--- src/tcdt_pkg.sv ---
// Package for the triangle coverage and depth test block.
// Holds cull mode codes, register indexes and shared widths; no dependencies.
`timescale 1ns / 1ps
package tcdt_pkg;
   localparam logic [1:0] CULL_NONE  = 2'd0;
   localparam logic [1:0] CULL_BACK  = 2'd1;
   localparam logic [1:0] CULL_FRONT = 2'd2;
   localparam logic REG_FACE_CULL    = 1'b0;
   localparam logic REG_FRONT_IS_CCW = 1'b1;
   localparam int COORD_W = 12;
   localparam int ZIN_W   = 24;
   localparam int AREA_W  = 27;
   localparam int NUM_W   = 52;
   localparam int QUO_W   = 26;
endpackage

--- src/tcdt_div.sv ---
// Restoring divider, one quotient bit per cycle, for the depth interpolation.
// Uses tcdt_pkg for widths.
`timescale 1ns / 1ps
module tcdt_div (
   input  logic                         clock,
   input  logic                         reset,
   input  logic                         start,
   input  logic [tcdt_pkg::NUM_W-1:0]   num,
   input  logic [tcdt_pkg::AREA_W-1:0]  den,
   output logic                         done,
   output logic [tcdt_pkg::QUO_W-1:0]   quo
);
   localparam int CNT_W = $clog2(tcdt_pkg::NUM_W + 1);
   logic [tcdt_pkg::NUM_W-1:0]  num_ff, num_in;
   logic [tcdt_pkg::AREA_W:0]   rem_ff, rem_in;
   logic [tcdt_pkg::AREA_W-1:0] den_ff, den_in;
   logic [CNT_W-1:0]            cnt_ff, cnt_in;
   logic                        busy_ff, busy_in, done_ff, done_in;
   logic [tcdt_pkg::AREA_W:0]   trial;

   always_comb begin
      num_in  = num_ff;
      rem_in  = rem_ff;
      den_in  = den_ff;
      cnt_in  = cnt_ff;
      busy_in = busy_ff;
      done_in = 1'b0;
      trial   = {rem_ff[tcdt_pkg::AREA_W-1:0], num_ff[tcdt_pkg::NUM_W-1]};
      if (start) begin
         num_in  = num;
         den_in  = den;
         rem_in  = '0;
         cnt_in  = CNT_W'(tcdt_pkg::NUM_W);
         busy_in = 1'b1;
      end else if (busy_ff) begin
         if (trial >= {1'b0, den_ff}) begin
            rem_in = trial - {1'b0, den_ff};
            num_in = {num_ff[tcdt_pkg::NUM_W-2:0], 1'b1};
         end else begin
            rem_in = trial;
            num_in = {num_ff[tcdt_pkg::NUM_W-2:0], 1'b0};
         end
         cnt_in = cnt_ff - 1'b1;
         if (cnt_ff == CNT_W'(1)) begin
            busy_in = 1'b0;
            done_in = 1'b1;
         end
      end
   end

   always_ff @(posedge clock) begin
      if (reset) begin
         busy_ff <= 1'b0;
         done_ff <= 1'b0;
         cnt_ff  <= '0;
      end else begin
         busy_ff <= busy_in;
         done_ff <= done_in;
         cnt_ff  <= cnt_in;
      end
      num_ff <= num_in;
      rem_ff <= rem_in;
      den_ff <= den_in;
   end

   assign done = done_ff;
   // Quotient never exceeds the largest vertex depth, so its low bits suffice.
   assign quo  = num_ff[tcdt_pkg::QUO_W-1:0];
endmodule

--- config.mk ---
export PLATFORM = sky130hd
export DESIGN_NAME = tcdt_div
export DESIGN_NICKNAME = d
export VERILOG_FILES = /design/src/tcdt_pkg.sv /design/src/tcdt_div.sv
export SDC_FILE = /design/constraint.sdc
export NUM_CORES = 1
export LEC_CHECK = 0
export ABC_AREA = 1
export BUFFER_PORTS_ARGS = -buffer_cell sky130_fd_sc_hd__buf_4
export CAP_MARGIN = 20
export CORE_ASPECT_RATIO = 1.4
export CORE_MARGIN = 2
export CORE_UTILIZATION = 56
export CTS_CLUSTER_SIZE = 25
export DETAILED_ROUTE_END_ITERATION = 8
export PLACE_DENSITY = 0.84
export SETUP_SLACK_MARGIN = 0.5
export SYNTH_ARGS = -nofsm -noshare
export SYNTH_HDL_FRONTEND = slang
export SYNTH_SLANG_ARGS = --single-unit
--- constraint.sdc ---
create_clock -name clock -period 3.7 [get_ports clock]
set_clock_uncertainty 0.15 [all_clocks]
set_input_delay 0 -clock clock [delete_from_list [all_inputs] [get_ports clock]]
set_output_delay 0 -clock clock [all_outputs]
set_load 0.02 [all_outputs]
# After elaboration in Yosys (flattened, before gate mapping)
# Cells that the tools add are included.
# word_totals
wordCells	25
out_inout_bits	27
register_bits	114
# classes
mux	10
add_sub_neg	2
n_eq_ne	1
bitwise	1
n_reduce_logical	3
magnitude_cmp	1
# op_table
cell	count
$mux W52	2
$ge A28 B27 Y1	1
$mux W27	1
$sub A27 B27 Y27	1
$mux W6	2
$eq A6 B1 Y1 const B	1
$sub A6 B1 Y6 const B	1
$mux W1	5
$reduce_or A3 Y1	1
$reduce_bool A2 Y1	1
$reduce_or A2 Y1	1
$not A1 Y1	1

# Longest topological paths before layout
# Gate-level depths: netlist (run 1).
# logic_depth
ltp_word	4
depth_mapped	16
depth_no_buf	15

# Worst setup path after synthesis (run 1)
# OpenSTA, ideal clock, no wires.
# synth_timing
path_type	register to register
startpoint	reg busy_ff
endpoint	reg num_ff[0] (netlist name), enable pin
required_ps	3108
arrival_time_ps	2352
synth_period_minus_slack_ps	2944
setup_slack_ps	756
path_stages_with_launch	5
cell_sequence	dfxtp_1 > buf_2 > nor2_1 > inv_1 > clkbuf_1
# synth_between
elab_chain_cells	1
# synth_rtl
element	line_no	source
from (decl)	tcdt_div.sv:18	logic busy_ff, busy_in, done_ff, done_in;
from (signal assigned)	tcdt_div.sv:57	busy_ff <= busy_in;
$reduce_bool A2 Y1 (no line)	--	
to (signal assigned)	tcdt_div.sv:61	num_ff <= num_in;
to (decl)	tcdt_div.sv:14	logic [tcdt_pkg::NUM_W-1:0] num_ff, num_in;
# Every way passes these cells.
# A chain may end at the register's enable or synchronous reset.

# Final worst setup path (run 1)
# layout_timing
startpoint	reg den_ff[6] (netlist name)
endpoint	reg rem_ff[0] (netlist name)
# layout_between
elab_chain_cells	2
# layout_rtl
element	line_no	source
from (decl)	tcdt_div.sv:16	logic [tcdt_pkg::AREA_W-1:0] den_ff, den_in;
from (signal assigned)	tcdt_div.sv:63	den_ff <= den_in;
$ge A28 B27 Y1	tcdt_div.sv:36	if (trial >= {1'b0, den_ff}) begin
$mux W27	tcdt_div.sv:36	
to (signal assigned)	tcdt_div.sv:62	rem_ff <= rem_in;
to (decl)	tcdt_div.sv:15	logic [tcdt_pkg::AREA_W:0] rem_ff, rem_in;
# Every way passes these cells.

==> impl_results.md, run 1 <==
- Delay-heaviest family, CP: simple AND/OR/NAND/NOR gates
- Startpoint types: register
- Sequential area share after synthesis: 42.5%
- Vias in the first global route: 6867
- Syn Inst Count: about 970
- Setup CP Type: register to register
- Longest Clk Path Bufs: 2
- First-pass GRT wire length: 32600 µm
- Worst R2R Path Depth: 13
- Cell taking the most area after synthesis: edfxtp_1
- Top-area cell type share of the netlist area: 32.8%
- Slowest cell on the critical path: nor2_2
- R2R Path End: rem_ff[0]
- Port buffer count: 108
- Average cell area after synthesis: 7.46 µm²
- Final Wtd Congestion: 1.03
- Synth cell types: 39
- Post-Route WL: 20400 µm
- Crit path arrival time: 2900 ps
- Worst path cell trace: inv_1, ha_1, nand2_1, nor2_1, nand2_1, nor2_1, nand2_2, nand3_2, nor2_2, buf_4, nand3_1, nand3_1, o21ai_0
- Largest net degree at the start of global routing: 79
- Setup Buffers After CTS: 0
- Fin. Hold Viols: 0
- Max_cap viols: 0
- Tightest Hold Check Type: primary input to register
- # DRC: 0
- Fin nets: 1243
- 1st-pass router iterations: 5
- Total grt overflow: 0
- RSZ-0062 raised after global routing: no
- Fmax: 363 MHz
- Worst Path Max Fanout: 20
- Worst path required time: about 3900 ps
- Worst VDD drop: around 0.32 mV
- Detail Route Antenna Nets: 0
- Via-to-Cell Ratio: 5.25
- Leak: 4.91 nW
- Die W: 100 µm
- CP Depth: 13
- CP endpoint kind: register
- Worst slew margin: 33.2%
- Fillers: between 800 and 900
- WP buf/inv: 2
- TritonCTS Sinks: between 100 and 150
- CTS tree: built
- Core area: roughly 13000 µm²
- Total die area: between 10000 and 15000 µm²
- Synthesized cell area: 7220 µm²
- RR Startpoint: den_ff[6]
- Initial antenna violation count: 1
- H-tree levels: 4
- Total power: 3.78 mW
- Post-synth EDFFs: 79
- Pins over their slew limit: 0
- Synth warn: 0
- Initial Utilization: 56.7%
- Hold Buf Count CTS: 81
- Post-DP HPWL: about 12000 µm
- DR vias: 6811
- Root buf cell: clkbuf_16
- Fin Setup TNS: 0 ps
- R2R setup slack: 950 ps
- Critical path destination: rem_ff[0]
- DP Area: 7930 µm²
- Top-count cell post-synth: nand2_1
- Area growth from synthesis to layout: 29.5%
- Top post-synthesis cells by count: 409 x nand2_1, 147 x inv_1, 79 x edfxtp_1
- Fraction of registers with async set/reset: 0%
- Io pins: 109
- Worst Setup SP: den_ff[6]
- Layout cells sized above 1: between 10% and 20%
- CTS Buf Count: 17
- Drt wl/cell: 15.7 µm
- Run status: finished clean
- Rows: 49
- Final period util: between 70 and 80%
- Post-route minimum period: 2750 ps
- Global Route Usage Sum: 30.1%
- Die height: 138 µm
- Reg clk slew, reported paths: 60 ps
- Skew-Pair Late Insertion Delay: 420 ps
- Synthesized net count: around 1100
- Power Density: 404 nW/µm²
- CP peak stage delay: 470 ps
- Main synth FF type: edfxtp_1
- Area contributors post-synth: edfxtp_1 33%, nand2_1 21%, dfxtp_1 9.7%
- Core Util, Final: about three quarters
- Final instance area: 9360 µm²
- DRT iter0 DRCs: 461
- Placed cell count: 1184
- Final non-filler cell total: about 1300
- Slew @ Worst Pin: 1000 ps
- Final setup fails: 0
- CTS resizes: 0
- FF+latch count, synth: 114
## layout make-up
type	count	area [µm²]	share of cell area (%)
antenna	1	2.50	0.0267
clock buffer	18	429	4.59
clock inverter	14	181	1.94
inverter	155	582	6.22
multi-input combinational	647	3210	34.3
sequential	114	3070	32.8
tap	153	191	2.05
timing repair buffer	196	1690	18.0
## worst min-delay path by stage
stage                       endpoint  cells after the start  slack, ps  startpoint
after detailed placement   den_ff[7]                      1         30      den[7]
after floorplan              busy_ff                      1        -80       reset
after global placement     den_ff[2]                      1         30      den[2]
after global routing      den_ff[18]                      2        150     den[18]
after CTS                  den_ff[4]                      2        140      den[4]
final                      den_ff[4]                      2        150      den[4]
## flip-flops by register name, indices dropped and copies added (netlist names)
signal	cells
done	1
num_ff	52
rem_ff	27
busy_ff	1
den_ff	27
cnt_ff	6
## per-stage QoR
step	hold slack [ps]	worst slack, ps
2_1_floorplan	-80.9	756
6_report	151	946
5_1_grt	151	762
3_5_place_dp	29.2	1040
3_3_place_gp	28.5	1090
4_1_cts	137	1010
## layout by cell type (no fill, tap or decap), types with 4 or more instances in the layout
master	instances
edfxtp_1	79
nand3_1	56
ha_1	29
nand3_2	11
nand3b_1	5
clkinvlp_4	4
nand3b_2	11
dfxtp_1	35
nor2_4	5
nand2_2	8
inv_2	6
inv_6	4
nand4_1	8
dlygate4sd3_1	81
nor2_1	40
o21ai_0	7
a21oi_1	20
o21ai_2	6
clkbuf_16	17
buf_4	114
inv_1	146
xnor2_1	12
nand2_1	409
## report_power, final
group	internal [mW]	total, mW	leakage (nW)	switching, mW
sequential	1.47	1.52	1.08	0.0444
clock	1.07	1.72	0.284	0.656
combinational	0.237	0.540	3.54	0.303
total	2.78	3.78	4.91	1.00
## routing by layer
layer  share of wire [%]  vias up  global-route usage, %  routed length [µm]
met5                   0        -                      0                   0
met4                 5.4        0                   16.9                1110
met3                 6.4       84                   6.42                1310
met2                  52      324                   53.7               10600
met1                  36     3093                   32.5                7350
li1                    -     3310                      -                   -
## cells by family (layout without fill, tap and decap cells)
logic type                 after synthesis  count (layout)  synth area share, %
and+or+nand+nor                        563             563                 34.2
other                                    0               1                    0
xor gates and xnor gates                14              14                 1.70
adders and majority gates               30              30                 5.30
DFF                                    114             114                 42.5
buffers and inverters                  207             383                 13.0
AOI/OAI and AO/OA                       40              40                 3.27
Note: power is estimated with default switching activity, not from simulation.
==> run 2, diff against run 1 <==
--- a/config.mk
+++ b/config.mk
@@ -10,10 +10,10 @@
 export CAP_MARGIN = 20
 export CORE_ASPECT_RATIO = 1.4
 export CORE_MARGIN = 2
-export CORE_UTILIZATION = 56
+export CORE_UTILIZATION = 52
 export CTS_CLUSTER_SIZE = 25
 export DETAILED_ROUTE_END_ITERATION = 8
-export PLACE_DENSITY = 0.84
+export PLACE_DENSITY = 0.82
 export SETUP_SLACK_MARGIN = 0.5
 export SYNTH_ARGS = -nofsm -noshare
 export SYNTH_HDL_FRONTEND = slang
==> constraint.sdc (replaced) <==
create_clock -name clock -period 2.45 [get_ports clock]
set_clock_uncertainty 0.15 [all_clocks]
set_input_delay 0 -clock clock [delete_from_list [all_inputs] [get_ports clock]]
set_output_delay 0 -clock clock [all_outputs]
set_load 0.02 [all_outputs]
==> run 2 against run 1 <==
- combinational power up 69%
- count of clock-buffer cells in the layout up 4
- sequential power up 51%
- critical endpoint is now rem_ff[18]
==> impl_results.md, run 2 (synthesis gave the netlist of run 1 again) <==
- Run status: finished clean
- Most frequent cells in the layout: 376 x nand2_1, 138 x inv_1, 126 x buf_4
- # DRC: 0
- Worst path required time: 2610 ps
- Int Power: 4.24 mW
- Io pins: 109
- Root buf cell: clkbuf_16
- Worst slew margin: 74.4%
- Fin. Hold Viols: 0
- Dpl ws: 84.4 ps
- Largest net degree at the start of global routing: 52
- Die W: 104 µm
- Fillers: between 800 and 900
- Initial antenna violation count: 0
- Biggest register: num_ff
- Global Route Usage Sum: 27.4%
- Critical path destination: rem_ff[18]
- Worst path cell trace: ha_2, fa_2, inv_2, buf_4, buf_4, nand3_1, nand3_1, nand2_1, nand2_1, nand2_1, nand2_1, nand2_2, nand3_1, nand2_1
- Area growth from synthesis to layout: 41.1%
- Seq pwr share: between 40% and 50%
- Worst VDD drop: 0.773 mV
- Worst Setup SP: den_ff[0]
- Final setup fails: 0
- Drt wl/cell: 15.8 µm
- Switch share: 25.6%
- Commonest non-fill, non-tap cell in the layout: nand2_1
- Fin Setup TNS: 0 ps
- CTS tree: built
- TritonCTS Sinks: 114
- RSZ-0062 raised after global routing: yes
- Worst Path Max Fanout: 3
- Core area: 13700 µm²
- Diode count: 0
- Fin nets: 1267
- Max_cap viols: 0
- Slowest cell on the critical path: edfxtp_1
- DR vias: 6986
- CP endpoint kind: register
- Delay-heaviest family, CP: simple AND/OR/NAND/NOR gates
- Via-to-Cell Ratio: about 5.2
- Max reg flops: 52
- CP Depth: 14
- CP peak stage delay: 370 ps
- Post-route minimum period: 2320 ps
- Hold slack: 145 ps
- Initial Utilization: between 50% and 60%
- R2R setup slack: roughly 130 ps
- Skew-Pair Late Insertion Delay: between 400 and 500 ps
- Final period util: 94.6%
- Longest Clk Path Bufs: 2
- Detail Route Antenna Nets: 0
- Worst R2R Path Depth: 14
- Post-DP HPWL: 12500 µm
- Post-Route WL: between 20000 and 25000 µm
- Clock Power Share: between 40% and 50%
- Total die area: 14900 µm²
- Switching pwr: roughly 1.5 mW
- Port buffer count: 108
- Total grt overflow: 0
- CTS Buf Count: 17
- Leak: between 5 and 6 nW
- Die height: 143 µm
- Final Wtd Congestion: 1.01
- Setup CP Type: register to register
- Pins over their slew limit: 0
- R2R Path End: rem_ff[18]
- Tightest Hold Check Type: primary input to register
- First-pass GRT wire length: 32000 µm
- Rows: 51
- DRT iter0 DRCs: around 400
- Layout cells sized above 1: 25.6%
- Fmax: between 400 and 500 MHz
- 1st-pass router iterations: 5
- Vias in the first global route: around 6900
- Top flop regs: num_ff: 52 flops, den_ff: 27 flops, rem_ff: 27 flops
- WP buf/inv: 3
- Logic pwr share: 16.0%
- Reg clk slew, reported paths: 60 ps
- Crit path arrival time: 2480 ps
- Core Util, Final: between 70% and 80%
- Slew @ Worst Pin: roughly 380 ps
- H-tree levels: 4
- Startpoint types: register
- Power Density: 559 nW/µm²
- Setup ws final: 133 ps
- RR Startpoint: den_ff[0]
- CP dominant cell by count: nand2_1
-- run 2: changes by cell type in the layout (fill, tap and decap cells not counted), sizes merged --
cell / change
buf: +19
clkbuf: +5
clkinv: +4
clkinvlp: -4
diode: -1
dlygate4sd3: +1
inv: -4
nand2: +3
-- run 2: per-stage QoR --
step	std cells	power, mW	area [µm²]
2_1_floorplan	968	2.77	7310
3_3_place_gp	1225	3.00	8130
6_report	1353	5.70	10200
4_1_cts	1350	5.61	9870
3_5_place_dp	1225	3.01	8130
5_1_grt	1353	5.87	10200
-- run 2: worst min path at each step --
stage             from         end  slack, ps  cells past startpoint
2_1_floorplan    reset     busy_ff        -80                      1
3_3_place_gp   den[13]  den_ff[13]         30                      1
3_5_place_dp   den[11]  den_ff[11]         30                      1
4_1_cts         den[4]   den_ff[4]        130                      2
5_1_grt        den[15]  den_ff[15]        150                      2
6_report        den[6]   den_ff[6]        150                      2
-- run 2: repair_timing --
item                       in CTS  in global routing
resized for setup              43                 53
setup buffers                   8                  1
gates cloned                    3                  2
setup endpoints to repair      28                 28
hold endpoints to repair       97                  0
hold buffers                   82                  0
pin swaps                      10                 19
-- run 2: power groups by stage --
stage | Clock, mW | Combinational [mW] | Sequential, mW
3_3_place_gp | 0 | 0.680 | 2.32
6_report | 2.49 | 0.913 | 2.29
4_1_cts | 2.50 | 0.829 | 2.29
5_1_grt | 2.59 | 0.981 | 2.30
3_5_place_dp | 0 | 0.689 | 2.32
2_1_floorplan | 0 | 0.467 | 2.30
-- run 2: cell type report --
cell class                      instances  area, µm²  share of cell area, %
Clock buffer                           22        444                   4.36
Multi-Input combinational cell        650       3770                   37.0
Tap cell                              185        231                   2.27
Inverter                              155        582                   5.71
Sequential cell                       114       3070                   30.1
Timing Repair Buffer                  217       1960                   19.2
Clock inverter                         10        136                   1.34
-- run 2: routing by layer --
layer | wire length [µm] | share of wire, % | global-route usage (%) | vias to the layer above
li1 | - | - | - | 3364
met1 | 7610 | 36 | 26.5 | 3232
met2 | 11400 | 53 | 53.4 | 296
met3 | 1200 | 5.6 | 6.26 | 94
met4 | 1160 | 5.4 | 15.4 | 0
met5 | 0 | 0 | 0 | -
==> run 3, diff against run 2 <==
--- a/config.mk
+++ b/config.mk
@@ -14,6 +14,7 @@
 export CTS_CLUSTER_SIZE = 25
 export DETAILED_ROUTE_END_ITERATION = 8
 export PLACE_DENSITY = 0.82
+export RECOVER_POWER = 100
 export SETUP_SLACK_MARGIN = 0.5
 export SYNTH_ARGS = -nofsm -noshare
 export SYNTH_HDL_FRONTEND = slang
==> run 3 against run 2 <==
- die area did not move
- sequential cell count did not move
- global-route usage did not move
- first-iteration DRC count fell by 3.2%
- via count rose by 0.33%
- power fell by 0.74%
- sequential share of layout area rose by 0.35 points
- maximum frequency fell by 0.16%
- cell area fell by 1.1%
- sequential power barely moved
- wire length fell by 0.73%
- critical path type unchanged
==> impl_results.md, run 3 (synthesis gave the netlist of run 1 again) <==
- Pins over their slew limit: 0
- Initial antenna violation count: 0
- Leak: 5.00 nW
- DP Area: 8130 µm²
- Worst slew margin: a little over a fifth
- Total die area: around 15000 µm²
- DRT iter0 DRCs: between 300 and 400
- CTS Buf Count: 17
- R2R Path End: rem_ff[18]
- Drt wl/cell: between 15 and 20 µm
- Tightest Hold Check Type: primary input to register
- Worst R2R Path Depth: 14
- Initial Utilization: 52.7%
- First-pass GRT wire length: 32000 µm
- Largest net degree at the start of global routing: 52
- Final instance area: between 10000 and 15000 µm²
- Via-to-Cell Ratio: 5.18
- Final period util: 94.7%
- Global Route Usage Sum: 27.4%
- Final Wtd Congestion: 1.01
- Max reg flops: 52
- Rows: 51
- Min-delay src: den[4]
- Root buf cell: clkbuf_16
- Total grt overflow: 0
- Fin nets: 1267
- Max_cap viols: 0
- Post-DP HPWL: 12500 µm
- Core area: 13700 µm²
- DR vias: roughly 7000
- Post-route minimum period: 2320 ps
- 1st-pass router iterations: 5
- Slew @ Worst Pin: 1170 ps
- H-tree levels: 4
- Biggest register: num_ff
- Setup CP Type: register to register
- Worst VDD drop: between 0.7 and 0.8 mV
- Multi-input logic area: 3770 µm²
- Final setup fails: 0
- RSZ-0062 raised after global routing: yes
- Most frequent cells in the layout: 376 x nand2_1, 139 x inv_1, 82 x dlygate4sd3_1
- Top flop regs: num_ff: 52 flops, den_ff: 27 flops, rem_ff: 27 flops
- Post-Route WL: 21200 µm
- Run status: finished clean
- CP endpoint kind: register
- Area growth from synthesis to layout: 39.5%
- Diode count: 0
- Crit path arrival time: 2480 ps
- Reg area: 3070 µm²
- Startpoint types: register
- RR Startpoint: den_ff[0]
- Power Density: 561 nW/µm²
- Io pins: 109
- Worst path required time: 2610 ps
- CTS tree: built
- Die W: 104 µm
- Layout cells sized above 1: 22.9%
- Reg clk slew, reported paths: 60 ps
- Fin. Hold Viols: 0
- Skew-Pair Late Insertion Delay: 430 ps
- Vias in the first global route: between 6000 and 7000
- Fillers: 935
- Commonest non-fill, non-tap cell in the layout: nand2_1
- Die height: 143 µm
- Detail Route Antenna Nets: 0
- # DRC: 0
- Fmax: 431 MHz
- TritonCTS Sinks: 114
- Core Util, Final: 73.5%
- Hold depth: 2
- WHS Endpoint: den_ff[4]
- Port buffer count: 108
- Longest Clk Path Bufs: 2
- Worst Path Max Fanout: 3
- R2R setup slack: around 130 ps
-- run 3: changes by cell type in the layout (fill, tap and decap cells not counted), sizes merged --
cell    delta
buf       -58
clkbuf    +58
-- run 3: worst max path at each step --
stage | start | end | slack, ps | cells past startpoint
2_1_floorplan | den_ff[0] | num_ff[0] | 280 | 11
3_3_place_gp | den_ff[0] | rem_ff[11] | 170 | 12
3_5_place_dp | den_ff[0] | rem_ff[8] | 80 | 12
4_1_cts | den_ff[0] | rem_ff[2] | 200 | 13
5_1_grt | den_ff[0] | rem_ff[6] | -20 | 13
6_report | den_ff[0] | rem_ff[18] | 130 | 14
-- run 3: report_power, final --
group	switching (mW)	internal, mW
clock network	0.899	1.59
logic	0.493	0.378
registers	0.0624	2.23
-- run 3: final cells by class --
type	instances	share of cell area (%)
Sequential cell	114	30.5
Clock inverter	10	1.35
Multi-Input combinational cell	650	37.4
Clock buffer	22	4.41
Timing Repair Buffer	217	18.3
Inverter	155	5.77
Tap cell	185	2.30
-- run 3: what timing repair did --
action                                 4_1_cts  5_1_grt
hold buffers                                82        0
cloned                                       3        2
setup buffers                                8        1
pin swaps                                   10       19
endpoints found under the hold margin       97        0
setup endpoints to repair                   28       28
resized for setup                           43       53
-- run 3: metrics by stage --
| stage | setup TNS, ps | hold WS, ps | instances | setup slack [ps] | power, mW |
|---|---|---|---|---|---|
| 6_report | 0 | 165 | 1353 | 130 | 5.65 |
| 5_1_grt | -28.5 | 166 | 1353 | -17.6 | 5.83 |
| 4_1_cts | 0 | 133 | 1350 | 201 | 5.61 |
| 3_5_place_dp | 0 | 29.5 | 1225 | 84.4 | 3.01 |
| 3_3_place_gp | 0 | 28.6 | 1225 | 167 | 3.00 |
| 2_1_floorplan | 0 | -80.9 | 968 | 278 | 2.77 |
-- run 3: routing by layer --
layer	up-vias	track usage, %	part of all wire [%]
met4	0	15.4	5.4
met5	-	0	0
li1	3367	-	-
met1	3267	26.5	36
met2	284	53.4	53
met3	91	6.26	5.6
-- run 3: worst max-delay path, stage by stage, from the launching register on --
cell and delay (ps):
edfxtp_1 370, ha_2 190, fa_2 360, inv_2 80, buf_4 100, buf_4 100
nand3_1 70, nand3_1 200, nand2_1 130, nand2_1 70, nand2_1 50, nand2_1 110
nand2_2 60, nand3_1 90, nand2_1 60
